==> src/rtl/core/fqs_pkg.sv <==
package fqs_pkg;

    // Default geometry of the queue.
    localparam int DEPTH_DEF      = 16;
    localparam int DATA_WIDTH_DEF = 32;

    // Fixed widths of the channel fields.
    localparam int CMD_W    = 2;
    localparam int STATUS_W = 2;
    localparam int FIELD_W  = 32;
    localparam int COUNT_W  = 5;

    // Commands carried by a request item.
    typedef enum logic [CMD_W-1:0] {
        CMD_ENQUEUE  = 2'd0,
        CMD_DEQUEUE  = 2'd1,
        CMD_PEEK     = 2'd2,
        CMD_CONTAINS = 2'd3
    } cmd_t;

    // Status codes carried by a response item.
    typedef enum logic [STATUS_W-1:0] {
        ST_OK   = 2'd0,
        ST_MISS = 2'd1,
        ST_FULL = 2'd2
    } status_t;

    // Per-cell storage control issued by the queue controller.
    typedef struct packed {
        logic shift;
        logic load;
    } cell_ctl_t;

endpackage

==> src/rtl/core/fqs_if.sv <==
// Request channel: one command and its operand per item.
interface fqs_req_if import fqs_pkg::*; ();
    logic                       valid;
    logic                       ready;
    cmd_t                       command;
    logic signed [FIELD_W-1:0]  value;

    modport source (output valid, output command, output value, input ready);
    modport sink   (input valid, input command, input value, output ready);
endinterface

// Response channel: one result per accepted request item.
interface fqs_rsp_if import fqs_pkg::*; ();
    logic                       valid;
    logic                       ready;
    status_t                    status;
    logic signed [FIELD_W-1:0]  data;
    logic [COUNT_W-1:0]         count;
    logic                       empty_res;

    modport source (output valid, output status, output data, output count,
                    output empty_res, input ready);
    modport sink   (input valid, input status, input data, input count,
                    input empty_res, output ready);
endinterface

==> src/rtl/core/fqs_cell.sv <==
module fqs_cell import fqs_pkg::*; #(
    parameter int DATA_WIDTH = DATA_WIDTH_DEF
) (
    input  logic                         clk,
    input  logic                         rst_n,
    input  cell_ctl_t                    ctl,
    input  logic                         occupied,
    input  logic signed [DATA_WIDTH-1:0] wr_data,
    input  logic signed [DATA_WIDTH-1:0] nb_data,
    output logic signed [DATA_WIDTH-1:0] cell_value,
    input  logic                         srch_vld_prev,
    input  logic                         srch_hit_prev,
    input  logic signed [DATA_WIDTH-1:0] srch_key_prev,
    output logic                         srch_vld,
    output logic                         srch_hit,
    output logic signed [DATA_WIDTH-1:0] srch_key
);

    logic signed [DATA_WIDTH-1:0] val_reg;
    logic signed [DATA_WIDTH-1:0] val_next;
    logic                         srch_vld_reg;
    logic                         srch_hit_reg;
    logic                         srch_hit_next;
    logic signed [DATA_WIDTH-1:0] srch_key_reg;

    // Storage: an enqueue writes this cell, a dequeue pulls the value
    // of the neighbor behind it toward the head.
    always_comb
    begin
        val_next = val_reg;
        if (ctl.load)
        begin
            val_next = wr_data;
        end
        else if (ctl.shift)
        begin
            val_next = nb_data;
        end
    end

    // The search key passes by one cell per cycle and picks up a hit
    // when this cell holds a live entry equal to it.
    assign srch_hit_next = srch_hit_prev | (occupied && (val_reg == srch_key_prev));

    always_ff @(posedge clk or negedge rst_n)
    begin
        if (!rst_n)
        begin
            srch_vld_reg <= 1'b0;
        end
        else
        begin
            srch_vld_reg <= srch_vld_prev;
        end
    end

    always_ff @(posedge clk)
    begin
        val_reg      <= val_next;
        srch_hit_reg <= srch_hit_next;
        srch_key_reg <= srch_key_prev;
    end

    assign cell_value = val_reg;
    assign srch_vld   = srch_vld_reg;
    assign srch_hit   = srch_hit_reg;
    assign srch_key   = srch_key_reg;

endmodule

==> src/rtl/core/fifo_queue_with_search.sv <==
// Enqueue, dequeue and peek: result registered in the cycle after the item is
// accepted; one item per cycle while the response side keeps taking results.
// Contains: result registered once the search key has walked the chain of DEPTH
// cells, one cell per cycle; no item is taken meanwhile.
// Reset clears occupancy, busy, the search valid bits and the result valid flag;
// cell storage is not cleared, since only occupied cells are ever read or matched.
module fifo_queue_with_search import fqs_pkg::*; #(
    parameter int DEPTH      = DEPTH_DEF,
    parameter int DATA_WIDTH = DATA_WIDTH_DEF
) (
    input  logic      clk,
    input  logic      rst_n,
    fqs_req_if.sink   req,
    fqs_rsp_if.source rsp
);

    localparam int CNT_W = $clog2(DEPTH + 1);

    logic                         accept;
    logic                         full;
    logic                         empty;
    logic signed [DATA_WIDTH-1:0] key;

    logic [CNT_W-1:0]             occ_reg;
    logic [CNT_W-1:0]             occ_next;
    logic                         busy_reg;
    logic                         busy_next;
    logic                         out_vld_reg;
    logic                         out_vld_next;
    status_t                      status_reg;
    status_t                      status_next;
    logic signed [FIELD_W-1:0]    data_reg;
    logic signed [FIELD_W-1:0]    data_next;
    logic [COUNT_W-1:0]           count_reg;
    logic [COUNT_W-1:0]           count_next;
    logic                         empty_reg;
    logic                         empty_next;

    logic signed [DATA_WIDTH-1:0] cell_val [DEPTH];
    logic [DEPTH:0]               srch_vld;
    logic [DEPTH:0]               srch_hit;
    logic signed [DATA_WIDTH-1:0] srch_key [DEPTH+1];

    // Handshake: a new item waits for the search to finish and for room
    // in the output register.
    assign req.ready = !busy_reg && (!out_vld_reg || rsp.ready);
    assign accept    = req.valid && req.ready;
    assign full      = (occ_reg == CNT_W'(DEPTH));
    assign empty     = (occ_reg == '0);
    assign key       = DATA_WIDTH'(req.value);

    // A contains command launches the key into the head of the chain.
    assign srch_vld[0] = accept && (req.command == CMD_CONTAINS);
    assign srch_hit[0] = 1'b0;
    assign srch_key[0] = key;

    // Chain of storage cells, cell 0 holding the head of the queue.
    for (genvar i = 0; i < DEPTH; i++)
    begin : g_cell
        cell_ctl_t                    ctl;
        logic                         occupied;
        logic signed [DATA_WIDTH-1:0] nb_data;

        assign ctl.shift = accept && (req.command == CMD_DEQUEUE) && !empty;
        assign ctl.load  = accept && (req.command == CMD_ENQUEUE) && !full
                           && (occ_reg == CNT_W'(i));
        assign occupied  = (CNT_W'(i) < occ_reg);

        if (i < DEPTH - 1)
        begin : g_inner
            assign nb_data = cell_val[i+1];
        end
        else
        begin : g_last
            assign nb_data = cell_val[i];
        end

        fqs_cell #(
            .DATA_WIDTH (DATA_WIDTH)
        ) u_cell (
            .clk           (clk),
            .rst_n         (rst_n),
            .ctl           (ctl),
            .occupied      (occupied),
            .wr_data       (key),
            .nb_data       (nb_data),
            .cell_value    (cell_val[i]),
            .srch_vld_prev (srch_vld[i]),
            .srch_hit_prev (srch_hit[i]),
            .srch_key_prev (srch_key[i]),
            .srch_vld      (srch_vld[i+1]),
            .srch_hit      (srch_hit[i+1]),
            .srch_key      (srch_key[i+1])
        );
    end

    // Command decode, occupancy update and the result register.
    always_comb
    begin
        occ_next     = occ_reg;
        busy_next    = busy_reg;
        out_vld_next = out_vld_reg;
        status_next  = status_reg;
        data_next    = data_reg;
        count_next   = count_reg;
        empty_next   = empty_reg;

        if (out_vld_reg && rsp.ready)
        begin
            out_vld_next = 1'b0;
        end

        if (srch_vld[DEPTH])
        begin
            busy_next    = 1'b0;
            out_vld_next = 1'b1;
            status_next  = srch_hit[DEPTH] ? ST_OK : ST_MISS;
            data_next    = '0;
            count_next   = COUNT_W'(occ_reg);
            empty_next   = empty;
        end
        else if (accept)
        begin
            status_next = ST_OK;
            data_next   = '0;
            unique case (req.command)
                CMD_ENQUEUE:
                begin
                    out_vld_next = 1'b1;
                    if (full)
                    begin
                        status_next = ST_FULL;
                    end
                    else
                    begin
                        occ_next = occ_reg + CNT_W'(1);
                    end
                end
                CMD_DEQUEUE:
                begin
                    out_vld_next = 1'b1;
                    if (empty)
                    begin
                        status_next = ST_MISS;
                    end
                    else
                    begin
                        data_next = FIELD_W'(cell_val[0]);
                        occ_next  = occ_reg - CNT_W'(1);
                    end
                end
                CMD_PEEK:
                begin
                    out_vld_next = 1'b1;
                    if (empty)
                    begin
                        status_next = ST_MISS;
                    end
                    else
                    begin
                        data_next = FIELD_W'(cell_val[0]);
                    end
                end
                CMD_CONTAINS:
                begin
                    busy_next = 1'b1;
                end
            endcase
            count_next = COUNT_W'(occ_next);
            empty_next = (occ_next == '0);
        end
    end

    always_ff @(posedge clk or negedge rst_n)
    begin
        if (!rst_n)
        begin
            occ_reg     <= '0;
            busy_reg    <= 1'b0;
            out_vld_reg <= 1'b0;
        end
        else
        begin
            occ_reg     <= occ_next;
            busy_reg    <= busy_next;
            out_vld_reg <= out_vld_next;
        end
    end

    always_ff @(posedge clk)
    begin
        status_reg <= status_next;
        data_reg   <= data_next;
        count_reg  <= count_next;
        empty_reg  <= empty_next;
    end

    assign rsp.valid     = out_vld_reg;
    assign rsp.status    = status_reg;
    assign rsp.data      = data_reg;
    assign rsp.count     = count_reg;
    assign rsp.empty_res = empty_reg;

    // Occupancy never exceeds the number of cells.
    a_occ_bound: assert property (@(posedge clk) disable iff (!rst_n)
        occ_reg <= CNT_W'(DEPTH))
        else $error("occupancy above depth");

    // Only one search key travels the chain at a time.
    a_one_key: assert property (@(posedge clk) disable iff (!rst_n)
        $onehot0(srch_vld))
        else $error("more than one search in flight");

    // The busy flag tracks exactly the key in the chain.
    a_busy_match: assert property (@(posedge clk) disable iff (!rst_n)
        busy_reg == (|srch_vld[DEPTH:1]))
        else $error("busy flag out of step with search chain");

    // The queue contents do not move while a search is running.
    a_occ_hold: assert property (@(posedge clk) disable iff (!rst_n)
        busy_reg |=> $stable(occ_reg))
        else $error("occupancy changed during search");

    // A new result only appears after an accepted item or a finished search.
    a_out_source: assert property (@(posedge clk) disable iff (!rst_n)
        $rose(out_vld_reg) |-> ($past(accept) || $past(srch_vld[DEPTH])))
        else $error("result produced without a cause");

endmodule
==> src/flat_wrapper.sv <==
// flat-port wrapper written by rule: the top's interface ports become plain ports
module fifo_queue_with_search_flat import fqs_pkg::*;
#(
    parameter int DEPTH      = DEPTH_DEF,
    parameter int DATA_WIDTH = DATA_WIDTH_DEF
)
  (clk, rst_n, req_valid, req_command, req_value, req_ready, rsp_valid, rsp_status, rsp_data, rsp_count, rsp_empty_res, rsp_ready);
  fqs_req_if req_i ();
  fqs_rsp_if rsp_i ();
  input  logic clk;
  input  logic rst_n;
  input wire logic [$bits(req_i.valid)-1:0] req_valid;
  input wire logic [$bits(req_i.command)-1:0] req_command;
  input wire logic [$bits(req_i.value)-1:0] req_value;
  output wire logic [$bits(req_i.ready)-1:0] req_ready;
  output wire logic [$bits(rsp_i.valid)-1:0] rsp_valid;
  output wire logic [$bits(rsp_i.status)-1:0] rsp_status;
  output wire logic [$bits(rsp_i.data)-1:0] rsp_data;
  output wire logic [$bits(rsp_i.count)-1:0] rsp_count;
  output wire logic [$bits(rsp_i.empty_res)-1:0] rsp_empty_res;
  input wire logic [$bits(rsp_i.ready)-1:0] rsp_ready;
  assign req_i.valid = req_valid;
  assign req_i.command = req_command;
  assign req_i.value = req_value;
  assign req_ready = req_i.ready;
  assign rsp_valid = rsp_i.valid;
  assign rsp_status = rsp_i.status;
  assign rsp_data = rsp_i.data;
  assign rsp_count = rsp_i.count;
  assign rsp_empty_res = rsp_i.empty_res;
  assign rsp_i.ready = rsp_ready;
  fifo_queue_with_search #(.DEPTH(DEPTH), .DATA_WIDTH(DATA_WIDTH)) u_core (.clk(clk), .rst_n(rst_n), .req(req_i), .rsp(rsp_i));
endmodule
==> config.mk <==
export PLATFORM = sky130hd
export DESIGN_NAME = fifo_queue_with_search_flat
export DESIGN_NICKNAME = d
export VERILOG_FILES = /design/src/rtl/core/fqs_pkg.sv /design/src/rtl/core/fqs_if.sv /design/src/rtl/core/fqs_cell.sv /design/src/rtl/core/fifo_queue_with_search.sv /design/src/flat_wrapper.sv
export SDC_FILE = /design/constraint.sdc
export NUM_CORES = 1
export LEC_CHECK = 0
export BUFFER_PORTS_ARGS = -buffer_cell sky130_fd_sc_hd__buf_2
export CORE_MARGIN = 3
export CORE_UTILIZATION = 45
export CTS_CLUSTER_SIZE = 8
export DETAILED_ROUTE_END_ITERATION = 10
export PLACE_DENSITY = 0.65
export SLEW_MARGIN = 20
export SYNTH_ARGS = -nofsm -noshare
export SYNTH_HDL_FRONTEND = slang
export SYNTH_HIERARCHICAL = 1
export SYNTH_SLANG_ARGS = --single-unit
==> constraint.sdc <==
create_clock -name clk -period 3.05 [get_ports clk]
set_input_delay 0.1525 -clock clk [delete_from_list [all_inputs] [get_ports clk]]
set_output_delay 0.1525 -clock clk [all_outputs]
set_load 0.005 [all_outputs]
After elaboration in Yosys (flattened, before gate mapping)
Index checks and enable logic that the tools add are counted.

word-level totals
  flip-flop bits (word level) = 1071
  output and inout port bits = 42
  bits of input ports = 38

cells by class
  $add $sub $neg = 2
  bitwise logic cells = 16
  order comparisons = 16
  mux-type cells = 54
  equality and inequality tests = 35
  reduce and logical (&&, ||, !) cells = 69

operators with widths
  kind                                                  number
  two-way mux 32 bit                                    32
  equality test 32 bit                                  16
  equality test 5 x 4 -> 1 bit (second input constant)  8
  logical AND 1 bit                                     40
  < comparator 4 x 5 -> 1 bit (first input constant)    8
  nonzero test 2 bit                                    17
  two-way mux 5 bit                                     6
  equality test 5 x 3 -> 1 bit (second input constant)  4
  < comparator 3 x 5 -> 1 bit (first input constant)    4
  bitwise OR 1 bit                                      15
  two-way mux 1 bit                                     11
  equality test 5 x 2 -> 1 bit (second input constant)  2
  logical NOT 5 bit                                     2
  < comparator 1 x 5 -> 1 bit (first input constant)    2
  < comparator 2 x 5 -> 1 bit (first input constant)    2
  case mux 5 bit (2 select lines)                       1
  two-way mux 2 bit                                     3
  adder 5 x 1 -> 5 bit (second input constant)          1
  equality test 5 x 1 -> 1 bit (second input constant)  1
  equality test 5 bit (second input constant)           1
  subtractor 5 x 1 -> 5 bit (second input constant)     1
  equality test 2 bit (second input constant)           2
  logical NOT 1 bit                                     4
  case mux 2 bit (2 select lines)                       1
  7 further kinds                                       8

Depth between registers and ports, before layout
Gate-level depths: netlist of the first run.

  word-level depth = 9
  depth in mapped cells = 10
  mapped depth without buffers = 8

By module
Netlist of the first run, hierarchy kept.

by module, submodules not included
  module                  area each (sq um)  instances  cells each
  fqs_cell                2388.5             16         147
  fifo_queue_with_search  2248.4             1          238

Worst setup path after synthesis of the first run
Ideal clock, no wire load.

  path type = register to register
  from = register u_core.occ_reg[1]
  to = register u_core.g_cell[0].u_cell.val_reg[0] (enable)
  period minus slack after synthesis = 2.813 ns
  setup slack = 0.237 ns
  library setup time = 0.375 ns
  cell stages (with the launch flop) = 9
  data arrival time = 2.438 ns
  buffers on the path = 3
  data required time = 2.675 ns
  path through = dfrtp_1 -> clkbuf_1 -> inv_1 -> ha_1 -> or4b_4 -> nor3_1 -> buf_2 -> buf_2 -> or2_2

RTL lines
  item                    line                           source
  from (decl)             fifo_queue_with_search.sv:24   logic [CNT_W-1:0] occ_reg;
  from (signal assigned)  fifo_queue_with_search.sv:184  occ_reg <= occ_next;
  to (signal assigned)    fqs_cell.sv:59                 val_reg <= val_next;
  to (decl)               fqs_cell.sv:19                 logic signed [DATA_WIDTH-1:0] val_reg;

==> results of run 1 <==
repair_timing:
item                                    CTS  global route
endpoints found under the setup margin   32             0
gates resized for setup                   1             0
endpoints found under the hold margin    58             0
hold buffers                             38             0
final timing paths:
kind / from / endpoint / cells past startpoint / slack, ps
max: u_core/rsp.valid$_DFF_PN0_ / u_core/g_cell[6].u_cell/cell_value[8]$_DFFE_PP_ / 9 / 170
min: req_command[1] / u_core/g_cell[0].u_cell/srch_vld$_DFF_PN0_ / 3 / 130
max reg2reg: u_core/rsp.valid$_DFF_PN0_ / u_core/g_cell[6].u_cell/cell_value[8]$_DFFE_PP_ / 9 / 170
min reg2reg: u_core/g_cell[13].u_cell/srch_vld$_DFF_PN0_ / u_core/g_cell[14].u_cell/srch_vld$_DFF_PN0_ / 0 / 340
max in group asynchronous: rst_n / u_core/rsp.valid$_DFF_PN0_ / 4 / 2290
min in group asynchronous: rst_n / u_core/occ_reg[4]$_DFFE_PN0P_ / 3 / 380
tightest hold or removal path, cell delays in order:
cell and delay [ps]:
buf_2 110, ha_1 250, and3_1 250
power by group:
group	leakage (nW)	internal [W]	total (W)	switching (W)
Sequential	9.47	0.0163	0.0170	0.000718
Clock	2.11	0.00954	0.0155	0.00601
Combinational	4.61	0.00138	0.00303	0.00165
stage by stage:
stage                     power (W)  instance area (µm²)  std cells
after floorplan              0.0188                39800       2558
after global placement       0.0201                42000       3762
after detailed placement     0.0201                42000       3762
after CTS                    0.0359                46900       4080
after global routing         0.0369                46900       4080
final                        0.0356                46900       4082
final cells by class:
class | count | area (µm²) | area share
Sequential cell | 1071 | 26800 | 0.571
Multi-Input combinational cell | 1392 | 12700 | 0.271
Clock buffer | 272 | 4340 | 0.0926
Timing Repair Buffer | 170 | 1460 | 0.0311
Tap cell | 1155 | 1450 | 0.0308
Clock inverter | 8 | 104 | 0.00222
Inverter | 12 | 45.0 | 0.000961
Antenna cell | 2 | 5.00 | 0.000107
metal layers:
metal  GRT usage  share of wire  vias up
li1            -              -     9795
met1       0.273           0.50    10500
met2       0.266           0.43      535
met3      0.0415          0.054      116
met4      0.0523          0.018        0
met5           0              0        -
==> results.yml, run 1 <==
routing:
  vias: 20900
  drcViolationCount: 0
  wl_um: 83600
  ant_nets: 0
  wire_per_inst_um: 20.5
  viasPerCell: 5.13
  first_pass_iters: 5
  drt_iter0_drc: 1447
grt:
  grt_pass1_wl_um: 131000
  grtUsageTotal: 0.182
  grt-ovfl-total: 0
  grt_pass1_vias: 21900
  grt_max_degree: 34
  antenna_found_initial: 1
final_layout:
  layout_common_cells: "dfxtp_1, edfxtp_1, mux2_2"
  finish.utilization: 0.537
  largest_reg_flops: 512
  nets: 2845
  n_fill_cell: 7145
  drive_gt1_frac: 0.290
  layout_commonest_cell: "dfxtp_1"
  area_growth_pct: 17.7
timing:
  setup_ws_ps: 174
  clock_skew_ps: 21.5
  tns_ps: 0
  worst_slew_pin_slew_ps: 1100
  report.final.setup_viol: 0
  max-slew-margin-rel: 0.246
  whs_ps: 128
  rsz0062_at_grt: "false"
  fmax_ghz: 0.348
  slew_violations: 0
  hold_viol: 0
  period_needed_ps: 2880
  fin_crit_sh: 0.943
worst_setup_path:
  cpPeakStageDelay_ps: 400
  crit_required_ps: 3440
  path_cells: "nor2b_1 -> nor2_1 -> nand2_1 -> nor3_2 -> nand2_1 -> nor3b_2 -> buf_4 -> or2_2 -> buf_12"
  cp_top_family: "simple AND/OR/NAND/NOR gates"
  crit_fanout: 32
  crit_slowest_cell: "nor3_2"
  worstPathArrival_ps: 3270
  critical_path.most_common_cell: "nand2_1"
  start_kind: "register"
  endpoint_kind: "register"
  critPathBufInv: 2
  worstSetupPathType: "register to register"
floorplanning:
  die_y_um: 303
  die-area_um2: 92100
  initial_core_util: 0.456
  num_rows: 108
  die_w_um: 303
  coreArea_um2: 87300
  top_level_ports: 80
placed_design:
  gp_congestion: 0.898
  place_hpwl_um: 55900
  post-place-ws_ps: -123
  portBuffers: 79
clocking:
  cts_setup_buffers: 0
  numCtsBuffers: 151
  clk_latency_ps: 710
  root_buffer: "clkbuf_16"
  cts.path.max_buffers: 3
  h-tree-depth: 4
  cts_tree: "yes"
  cts_sinks: 1071
  clk_pin_slew_ps: 50
synthesis:
  yosysWarnings: 6
  syn_inst: 2558
  netlist_area_um2: 39800
  synth_nets: 2605
  avgSynthCellArea_um2: 15.6
power:
  p_per_area_nw_per_um2: 759
  power_leakage_nw: 16.2
  vdd_drop_max_v: 0.000482
flow_run:
  drv_cap: 0
outcome:
  status: "completed"
min_path:
  hp-class: "input port to register"
(Power assumes the default switching activity.)
==> run 2: changes to the inputs <==
CELL_PAD_IN_SITES_DETAIL_PLACEMENT = 0   (was default)
CELL_PAD_IN_SITES_GLOBAL_PLACEMENT = 2   (was default)
PLACE_DENSITY = 0.82   (was 0.65)
==> run 2 against run 1 <==
  * Utilization grew 0.11 points
  * Largest cell class unchanged
  * Via count decreased by 1.8%
  * Largest power group unchanged
  * Critical path depth grew 1
==> results.yml, run 2 (synthesized netlist as in run 1, its figures left out) <==
outcome:
  status: "completed"
routing:
  viasPerCell: 5.02
  ant_nets: 0
  wire_per_inst_um: 20.1
  drcViolationCount: 0
  vias: 20600
  drt_iter0_drc: 1084
  first_pass_iters: 5
  wl_um: 82300
power:
  seqPwrFrac: 0.480
  power_leakage_nw: 16.3
  p_sw_w: 0.00811
  pwr-share-comb: 0.083
  cell_internal_pwr_w: 0.0271
  pwr-share-clk: 0.437
  vdd_drop_max_v: 0.000520
  swShare: 0.230
  p_per_area_nw_per_um2: 751
timing:
  max-slew-margin-rel: 0.319
  rsz0062_at_grt: "false"
  report.final.setup_viol: 0
  hold_viol: 0
  fmax_ghz: 0.353
  setup_ws_ps: 217
  period_needed_ps: 2830
  slew_violations: 0
  fin_crit_sh: 0.929
  tns_ps: 0
  clock_skew_ps: 16.7
  worst_slew_pin_slew_ps: 1010
final_layout:
  area_growth_pct: 17.9
  drive_gt1_frac: 0.296
  stdcell_area_um2: 47000
  largest_reg_flops: 512
  layout_common_cells: "dfxtp_1, edfxtp_1, mux2_2"
  n_fill_cell: 7109
  insertedDiodeCount: 0
  layout.cells.non_filler: 4099
  layout_commonest_cell: "dfxtp_1"
  nets: 2868
clocking:
  postCtsHoldBufs: 38
  cts.path.max_buffers: 3
  root_buffer: "clkbuf_16"
  cts_setup_buffers: 0
  cts_tree: "yes"
  h-tree-depth: 4
  clk_pin_slew_ps: 50
  cts_sinks: 1071
  clk_latency_ps: 700
  numCtsBuffers: 151
  post_cts_resized: 0
placed_design:
  place_hpwl_um: 59000
  gp_congestion: 0.784
  placed_area_um2: 42200
  placedCellCount: 3785
  portBuffers: 79
  post-place-ws_ps: 224
worst_setup_path:
  worstPathArrival_ps: 3210
  crit_start: "u_core/rsp.valid$_DFF_PN0_"
  worstSetupPathType: "register to register"
  crit_required_ps: 3420
  crit_fanout: 33
  timing.rr.start: "u_core/rsp.valid$_DFF_PN0_"
  endpoint_kind: "register"
  rr_endpoint: "u_core/g_cell[10].u_cell/cell_value[0]$_DFFE_PP_"
  reg2regPathDepth: 10
  start_kind: "register"
  reg2reg_slack_ps: 220
floorplanning:
  initial_core_util: 0.456
  die-area_um2: 92100
  top_level_ports: 80
  coreArea_um2: 87300
  die_w_um: 303
  die_y_um: 303
  num_rows: 108
grt:
  grtUsageTotal: 0.183
  grt_pass1_wl_um: 131000
  grt-ovfl-total: 0
  antenna_found_initial: 2
  grt_pass1_vias: 22700
  grt_max_degree: 34
min_path:
  hp-class: "input port to asynchronous set/reset pin"
flow_run:
  drv_cap: 0
run 2: changes by cell type in the layout (fill, tap and decap cells not counted), moves of 2 or more:
cell      delta
buf_4       +25
clkbuf_1     -6
inv_6        +5
buf_12       -3
clkinv_8     -2
diode_2      -2
run 2: area by class of cell:
cell class,instances,area (µm²),area share
flip-flops and latches,1071,26800,0.570
multi-input cells,1392,12700,0.270
clock buffers,266,4320,0.0919
repair buffers,193,1590,0.0339
well taps,1155,1450,0.0308
clock inverters,10,95.1,0.00203
inverters,12,45.0,0.000959
run 2: routing by layer:
metal  global-route usage  up-vias  routed length (µm)
met3               0.0302      131                2490
li1                     -     9860                   -
met4               0.0618        2                1710
met2                0.298      312               39100
met1                0.248    10300               39000
met5                    0        -                  13
run 2: how the worst max path moves through the flow:
stage | slack [ps] | depth (start not counted) | endpoint
floorplan | 240 | 8 | u_core/g_cell[0].u_cell/cell_value[0]$_DFFE_PP_
global placement | 240 | 10 | u_core/g_cell[10].u_cell/cell_value[15]$_DFFE_PP_
detailed placement | 220 | 10 | u_core/g_cell[10].u_cell/cell_value[18]$_DFFE_PP_
CTS | 220 | 10 | u_core/g_cell[10].u_cell/cell_value[0]$_DFFE_PP_
global route | 70 | 10 | u_core/g_cell[10].u_cell/cell_value[0]$_DFFE_PP_
finish | 220 | 10 | u_core/g_cell[10].u_cell/cell_value[0]$_DFFE_PP_
run 2: critical path, stage by stage, from the launching register on:
cell and delay, ps:
dfrtp_1 380, nor2b_1 150, nor2_1 210, nand2_1 210
nor3_1 180, buf_4 180, nand2_1 240, nor3_2 290
buf_12 250, or2_2 160, buf_4 240
run 2: power groups by stage:
stage          Combinational (W)  Clock, W  Sequential [W]
6_report                 0.00294    0.0154          0.0169
5_1_grt                  0.00321    0.0164          0.0170
2_1_floorplan            0.00179         0          0.0170
3_5_place_dp             0.00290         0          0.0172
4_1_cts                  0.00297    0.0158          0.0169
3_3_place_gp             0.00284         0          0.0172
run 2: through the flow:
step	utilization	hold slack [ps]	total power, W
2_1_floorplan	-	-143	0.0188
3_3_place_gp	0.483	142	0.0200
3_5_place_dp	0.483	147	0.0201
4_1_cts	0.538	7.12	0.0357
5_1_grt	0.538	96.3	0.0366
6_report	0.538	57.3	0.0353
